===== src/rtl/rkc_pkg.sv =====
// Shared types and constants of the RGB kernel convolution filter.
package rkc_pkg;

   localparam int CHAN_W  = 8;
   localparam int PIX_W   = 3 * CHAN_W;
   localparam int COEF_W  = 12;
   localparam int PROD_W  = CHAN_W + 1 + COEF_W;
   localparam int CSR_W   = 60;
   localparam int CSR_IDX_W = 3;
   localparam int KROWS   = 5;
   localparam int KROW_IDX_W = 3;
   localparam int WIDTH_W = 12;
   localparam int HEIGHT_W = 13;
   localparam int DIVISOR_W = 16;
   localparam int LIN_W   = WIDTH_W + HEIGHT_W;
   localparam int POS_W   = 15;
   localparam logic [CHAN_W-1:0] CHAN_MAX = 8'd255;

   localparam logic [CSR_IDX_W-1:0] CSR_IMAGE_WIDTH  = 3'd0;
   localparam logic [CSR_IDX_W-1:0] CSR_IMAGE_HEIGHT = 3'd1;
   localparam logic [CSR_IDX_W-1:0] CSR_DIVISOR      = 3'd2;
   localparam logic [CSR_IDX_W-1:0] CSR_KERNEL_ROW_0 = 3'd3;
   localparam logic [CSR_IDX_W-1:0] CSR_KERNEL_ROW_1 = 3'd4;
   localparam logic [CSR_IDX_W-1:0] CSR_KERNEL_ROW_2 = 3'd5;
   localparam logic [CSR_IDX_W-1:0] CSR_KERNEL_ROW_3 = 3'd6;
   localparam logic [CSR_IDX_W-1:0] CSR_KERNEL_ROW_4 = 3'd7;

   localparam logic ACTION_PIXEL = 1'b0;

   typedef struct packed {
      logic              action;
      logic [CHAN_W-1:0] in_red;
      logic [CHAN_W-1:0] in_green;
      logic [CHAN_W-1:0] in_blue;
   } req_type;

   typedef struct packed {
      logic [CHAN_W-1:0] out_red;
      logic [CHAN_W-1:0] out_green;
      logic [CHAN_W-1:0] out_blue;
      logic              frame_last;
   } rsp_type;

   typedef enum logic [6:0] {
      S_IDLE  = 7'b0000001,
      S_CHECK = 7'b0000010,
      S_SCAN  = 7'b0000100,
      S_DRAIN = 7'b0001000,
      S_PREP  = 7'b0010000,
      S_DIV   = 7'b0100000,
      S_WAIT  = 7'b1000000
   } state_type;

   typedef struct packed {
      logic take;
      logic scan_start;
      logic scan_step;
      logic div_start;
      logic div_step;
      logic finish;
   } cmd_type;

   typedef struct packed {
      logic emit;
      logic scan_last;
      logic div_done;
      logic rsp_free;
   } status_type;

endpackage


===== src/rtl/rkc_ctrl.sv =====
// Sequencing state machine of the convolution filter.
module rkc_ctrl import rkc_pkg::*; (
   input  logic       clock,
   input  logic       reset,
   input  logic       req_valid,
   output logic       req_stall,
   input  status_type st,
   output cmd_type    cmd
);

   state_type state_ff, state_in;

   always_comb begin
      state_in  = state_ff;
      cmd       = '0;
      req_stall = 1'b1;
      unique case (state_ff)
         S_IDLE: begin
            req_stall = 1'b0;
            if (req_valid) begin
               cmd.take = 1'b1;
               state_in = S_CHECK;
            end
         end
         S_CHECK: begin
            if (st.emit) begin
               cmd.scan_start = 1'b1;
               state_in       = S_SCAN;
            end else begin
               state_in = S_IDLE;
            end
         end
         S_SCAN: begin
            cmd.scan_step = 1'b1;
            if (st.scan_last) begin
               state_in = S_DRAIN;
            end
         end
         S_DRAIN: begin
            state_in = S_PREP;
         end
         S_PREP: begin
            cmd.div_start = 1'b1;
            state_in      = S_DIV;
         end
         S_DIV: begin
            if (st.div_done) begin
               state_in = S_WAIT;
            end else begin
               cmd.div_step = 1'b1;
            end
         end
         S_WAIT: begin
            if (st.rsp_free) begin
               cmd.finish = 1'b1;
               state_in   = S_IDLE;
            end
         end
         default: begin
            state_in = S_IDLE;
         end
      endcase
   end

   always_ff @(posedge clock) begin
      if (reset) begin
         state_ff <= S_IDLE;
      end else begin
         state_ff <= state_in;
      end
   end

endmodule


===== config.mk =====
export PLATFORM = sky130hd
export DESIGN_NAME = rkc_ctrl
export DESIGN_NICKNAME = d
export VERILOG_FILES = /design/src/rtl/rkc_pkg.sv /design/src/rtl/rkc_ctrl.sv
export SDC_FILE = /design/constraint.sdc
export NUM_CORES = 1
export LEC_CHECK = 0
export ABC_CLOCK_PERIOD_IN_PS = 1900
export BUFFER_PORTS_ARGS = -buffer_cell sky130_fd_sc_hd__buf_2
export CAP_MARGIN = 20
export CORE_AREA = 2 2 39 41
export CTS_BUF_LIST = sky130_fd_sc_hd__clkbuf_4
export CTS_CLUSTER_DIAMETER = 80
export CTS_CLUSTER_SIZE = 8
export DETAILED_ROUTE_END_ITERATION = 12
export DIE_AREA = 0 0 41 43
export PLACE_DENSITY_LB_ADDON = 0.05
export SYNTH_ARGS = -nofsm -noshare
export SYNTH_HDL_FRONTEND = slang
export SYNTH_SLANG_ARGS = --single-unit

===== constraint.sdc =====
create_clock -name clock -period 1.9 [get_ports clock]
set_input_delay 0.285 -clock clock [delete_from_list [all_inputs] [get_ports clock]]
set_output_delay 0.285 -clock clock [all_outputs]
set_load 0.01 [all_outputs]

---- After elaboration in Yosys (flattened, before gate mapping) ----
Index checks and enable logic that the tools add are counted.
storage, ports and cells
  input bits .............................. 7
  output and inout bits ................... 7
  bits in registers ....................... 7
operators by class
  reductions and logical operators ........ 1
  equality and inequality tests ........... 11
  muxes and demuxes ....................... 17
operators with widths
  cell                  number
  $pmux W7 S7           1
  $mux W7               4
  $mux W1               11
  $ne A2 B2 Y1 const B  4
  $eq A7 B1 Y1 const B  1
  $eq A7 B2 Y1 const B  1
  $eq A7 B3 Y1 const B  1
  $eq A7 B4 Y1 const B  1
  $eq A7 B5 Y1 const B  1
  $eq A7 B6 Y1 const B  1
  $eq A7 B7 Y1 const B  1
  $reduce_and A4 Y1     1
  $mux W3               1

---- Depth between registers and ports, before layout ----
  depth in word-level cells ............... 3
  depth in mapped cells ................... 4
  depth with buffers taken out ............ 4

---- Worst setup path after synthesis ----
No wires, ideal clock.
  kind .................................... reg2reg
  start ................................... register state_ff[6]
  end ..................................... register state_ff[0]
  clock period less this slack ............ 1,601 ps
  cell stages (with the launch flop) ...... 5
  data arrival time ....................... 1,479 ps
  data required time ...................... 1,778 ps
  setup time .............................. 122 ps
  setup slack ............................. 299 ps
  cell sequence ........................... dfxtp_1 > or4_4 > nor3_2 > inv_1 > a311o_1
between the ends
  cells in the longest elaborated chain, start to end .. 3
  elaborated cells between the ends (all ways) .. 13
ends and longest elaborated chain
  item                                  line            source
  start, declared                       rkc_ctrl.sv:11  state_type state_ff, state_in;
  start signal, assigned                rkc_ctrl.sv:69  state_ff <= state_in;
  $eq A7 B3 Y1 (tied with other cells)  rkc_ctrl.sv:17  unique case (state_ff)
  $ne A2 B2 Y1 (no source line)         --
  $reduce_and A4 Y1 (no source line)    --
Parallel ways exist; a longest one is shown, timed or not.
A chain may end at the register's enable or synchronous reset.

==> run_summary.xml <==
<?xml version="1.0" encoding="UTF-8"?>
<metrics>
  <group name="detailed_routing">
    <metric name="detailed_route_drc_error_count" unit="">0</metric>
    <metric name="wirelength" unit="microns">957</metric>
    <metric name="dr_total_vias" unit="">410</metric>
    <metric name="routed_via_density" unit="">5.00</metric>
    <metric name="drt_iter0_drc" unit="">7</metric>
    <metric name="drt_first_pass_iters" unit="">3</metric>
    <metric name="drtAntennaViolNets" unit="">0</metric>
    <metric name="wl_per_cell" unit="microns">11.7</metric>
  </group>
  <group name="logic_synthesis">
    <metric name="synth.avg_cell_area" unit="sq um">8.79</metric>
    <metric name="syn-num-nets" unit="">54</metric>
    <metric name="asyncSetResetFlopFracSynth" unit="%">0</metric>
    <metric name="yosysSeqAreaShare" unit="%">33.9</metric>
    <metric name="synth_seq_cells" unit="">7</metric>
    <metric name="ys_types" unit="">23</metric>
    <metric name="synth_mux_area_share" unit="%">0</metric>
    <metric name="synth_top_cell_by_area" unit="">dfxtp_1</metric>
    <metric name="synth-adder-area-share" unit="%">0</metric>
    <metric name="synth_xor_area_share" unit="%">2.12</metric>
    <metric name="synth_compound_gate_area_share" unit="%">14.8</metric>
    <metric name="synth_edf_count" unit="">0</metric>
    <metric name="most_instantiated_flip_flop_cell_in_the_synthesis_netlist" unit="">dfxtp_1</metric>
    <metric name="synth_simple_gate_area_share" unit="%">44.5</metric>
    <metric name="synthTopCellsByCount" unit="">dfxtp_1 (7), inv_1 (5), nor3b_1 (4)</metric>
    <metric name="dominant_cell_by_count_in_the_synthesized_netlist" unit="">dfxtp_1</metric>
    <metric name="synth_top_family_by_area" unit="">simple AND/OR/NAND/NOR gates</metric>
    <metric name="netlist_top_cells_area" unit="">dfxtp_1 (34%), nor3b_1 (7.3%), and4b_1 (4.8%)</metric>
    <metric name="top_cell_type_s_share_of_synthesized_area" unit="%">33.9</metric>
    <metric name="yosys_warnings" unit="">0</metric>
    <metric name="synthCells" unit="">47</metric>
    <metric name="synthesis.area" unit="sq um">413</metric>
  </group>
  <group name="power_and_ir_drop">
    <metric name="share_comb_of_total_power" unit="%">16.8</metric>
    <metric name="net-switching-power" unit="uW">91.8</metric>
    <metric name="power.share.switching" unit="%">24.9</metric>
    <metric name="vdd_ir_drop_max" unit="V">0.000327</metric>
    <metric name="p_int" unit="uW">277</metric>
    <metric name="p_leak" unit="nW">0.272</metric>
    <metric name="power.clock.fraction" unit="%">41.1</metric>
    <metric name="share_seq_of_total_power" unit="%">42.2</metric>
    <metric name="pwr_density_cell" unit="nW/um^2">662</metric>
  </group>
  <group name="worst_hold_path">
    <metric name="hold_path.class" unit="">input port to register</metric>
    <metric name="min_delay_path_depth" unit="">2</metric>
    <metric name="min_delay_worst_endpoint" unit="">state_ff[3]</metric>
    <metric name="min-delay-start" unit="">st[2]</metric>
  </group>
  <group name="grt">
    <metric name="grt_first_pass_wirelength" unit="microns">1550</metric>
    <metric name="globalRoute.totalOverflow" unit="">0</metric>
    <metric name="antenna_violations_before_repair" unit="">0</metric>
    <metric name="grt_start_max_net_pins" unit="">8</metric>
    <metric name="grt_util_all_layers" unit="%">13.5</metric>
    <metric name="first_global_vias" unit="">336</metric>
  </group>
  <group name="floorplanning">
    <metric name="top_level_ports" unit="">14</metric>
    <metric name="row_count" unit="">14</metric>
    <metric name="die-area" unit="sq um">1760</metric>
    <metric name="design.core.area" unit="sq um">1380</metric>
    <metric name="floorplan.initialDensity" unit="%">29.8</metric>
    <metric name="die_h" unit="microns">43</metric>
    <metric name="floorplan.die.width" unit="microns">41</metric>
  </group>
  <group name="sta">
    <metric name="clock-skew-final" unit="ns">0.00717</metric>
    <metric name="timing.final.ws_setup" unit="ns">0.0323</metric>
    <metric name="fin_worst_hold_slack" unit="ns">0.271</metric>
    <metric name="grt_setup_unrepaired" unit="">true</metric>
    <metric name="timing.fmax" unit="MHz">535</metric>
    <metric name="setup_viol_count_final" unit="">0</metric>
    <metric name="slew_violations" unit="">0</metric>
    <metric name="timing_worst_slew_pin_value" unit="ns">0.330</metric>
    <metric name="max_slew_margin" unit="%">78.0</metric>
    <metric name="number_of_endpoints_with_negative_hold_slack_in_the_final_report" unit="">0</metric>
    <metric name="period_minus_slack" unit="ns">1.87</metric>
    <metric name="layout_worst_path_cycle_share" unit="%">98.3</metric>
  </group>
  <group name="clocking">
    <metric name="clock_path_buffers" unit="">2</metric>
    <metric name="clock_sinks" unit="">7</metric>
    <metric name="postCtsHoldBufs" unit="">0</metric>
    <metric name="cts-htree-levels" unit="">1</metric>
    <metric name="clock-root-buffer" unit="">clkbuf_4</metric>
    <metric name="clk_pin_slew_worst_paths" unit="ns">0.05</metric>
    <metric name="clkLatencyLatePin" unit="ns">0.26</metric>
    <metric name="tritoncts.num_buffers" unit="">3</metric>
    <metric name="tritoncts_clock_tree" unit="">built</metric>
  </group>
  <group name="placed_design">
    <metric name="preCtsSetupSlack" unit="ns">0.230</metric>
    <metric name="gp_congestion" unit="">0.665</metric>
    <metric name="port_buffers" unit="">13</metric>
    <metric name="detailed_place.area" unit="sq um">513</metric>
    <metric name="place.detailed.hpwl" unit="microns">749</metric>
  </group>
  <group name="cells_and_area">
    <metric name="non_filler_cell_area_final" unit="sq um">557</metric>
    <metric name="largest_register_ff_count" unit="">7</metric>
    <metric name="post_route_cells_drive_above_1_share" unit="%">42.4</metric>
    <metric name="fillerInstances" unit="">154</metric>
    <metric name="finalCoreUtilization" unit="%">40.2</metric>
    <metric name="largest_register_by_flop_count" unit="">state_ff</metric>
    <metric name="antenna-diode-count" unit="">0</metric>
    <metric name="layout.nets" unit="">74</metric>
    <metric name="area_overhead_vs_synth" unit="%">34.8</metric>
    <metric name="biggestRegsByFlops" unit="">state_ff (7)</metric>
    <metric name="final-seq-area" unit="sq um">143</metric>
    <metric name="multi_input_comb_area" unit="sq um">265</metric>
  </group>
  <group name="setup_path">
    <metric name="rr_endpoint" unit="">state_ff[0]</metric>
    <metric name="crit_start" unit="">state_ff[3]</metric>
    <metric name="critical_path_arrival" unit="ns">1.58</metric>
    <metric name="end_kind" unit="">output pin</metric>
    <metric name="crit_path_start_kind" unit="">register</metric>
    <metric name="worst-r2r-cell-count" unit="">4</metric>
    <metric name="rrSetupSlack" unit="ns">0.30</metric>
    <metric name="worst_r2r_startpoint" unit="">state_ff[3]</metric>
    <metric name="timing_worst_setup_path_type" unit="">register to output pin</metric>
    <metric name="critical_path.max_fanout" unit="">5</metric>
    <metric name="crit_required" unit="ns">1.62</metric>
  </group>
  <group name="run_status">
    <metric name="run_status" unit="">complete, no violations</metric>
  </group>
  <group name="flow_run">
    <metric name="cap_violations" unit="">0</metric>
  </group>
</metrics>
==> cell type report <==
| class | count | share of cell area (%) |
|---|---|---|
| inverter | 5 | 3.37 |
| timing repair buffer | 15 | 14.4 |
| sequential | 7 | 25.6 |
| multi-input combinational | 35 | 47.6 |
| clock buffer | 4 | 5.39 |
| tap | 16 | 3.60 |
==> worst max-delay path, cell delays in order, from the launching register on <==
cell,delay [ns]
dfxtp_2,0.34
or4_4,0.58
nor3_2,0.14
and2_1,0.15
buf_2,0.13
==> power groups by stage <==
stage,logic (mW),registers (mW),clock network (mW)
2_1_floorplan,0.0370,0.157,0
3_3_place_gp,0.0614,0.158,0
3_5_place_dp,0.0597,0.158,0
4_1_cts,0.0621,0.155,0.155
5_1_grt,0.0690,0.156,0.166
6_report,0.0617,0.155,0.151
==> stage by stage <==
step | total power, mW | setup TNS, ns | std cells
floorplan | 0.194 | 0 | 47
global placement | 0.220 | 0 | 78
detailed placement | 0.218 | 0 | 78
CTS | 0.373 | 0 | 82
global route | 0.392 | -0.0631 | 82
finish | 0.368 | 0 | 82
==> kinds of logic (layout without fill, tap and decap cells) <==
| kind of cell | count (synthesis) | after routing |
|---|---|---|
| AO/OA/AOI/OAI | 8 | 8 |
| XOR/XNOR | 1 | 1 |
| buffers and inverters | 5 | 24 |
| flip-flops | 7 | 7 |
| AND/OR/NAND/NOR | 26 | 26 |
==> worst max path at each step <==
stage / to / cells past startpoint / slack (ns)
2_1_floorplan: state_ff[0] / 4 / 0.30
3_3_place_gp: cmd[5] / 4 / 0.21
3_5_place_dp: cmd[5] / 4 / 0.23
4_1_cts: cmd[5] / 4 / 0.02
5_1_grt: cmd[5] / 4 / -0.06
6_report: cmd[5] / 4 / 0.03
==> timing repair <==
action                                  4_1_cts  5_1_grt
setup buffers                                 0        0
endpoints found under the setup margin        3        2
pin swaps                                     2        0
gates resized for setup                       3        1
gates cloned                                  0        0
==> routing by layer <==
| metal | routed length [microns] | part of all wire (%) | global-route usage (%) | vias to the layer above |
|---|---|---|---|---|
| li1 | - | - | - | 212 |
| met1 | 448 | 47 | 19.9 | 181 |
| met2 | 417 | 44 | 16.3 | 15 |
| met3 | 75 | 7.8 | 4.71 | 2 |
| met4 | 16 | 1.7 | 8.00 | 0 |
| met5 | 0 | 0 | 0 | - |
==> cells in the final DEF (no fill, tap or decap), drive strengths merged, types with 2 or more instances in the layout <==
cell type   n
and2        2
nor3b       4
and4b       2
inv         5
nor4        2
dfxtp       7
nor3        5
buf        15
clkbuf      4
a21oi       3
and3        3
nor2        3
Power figures use the tool's default switching activity.
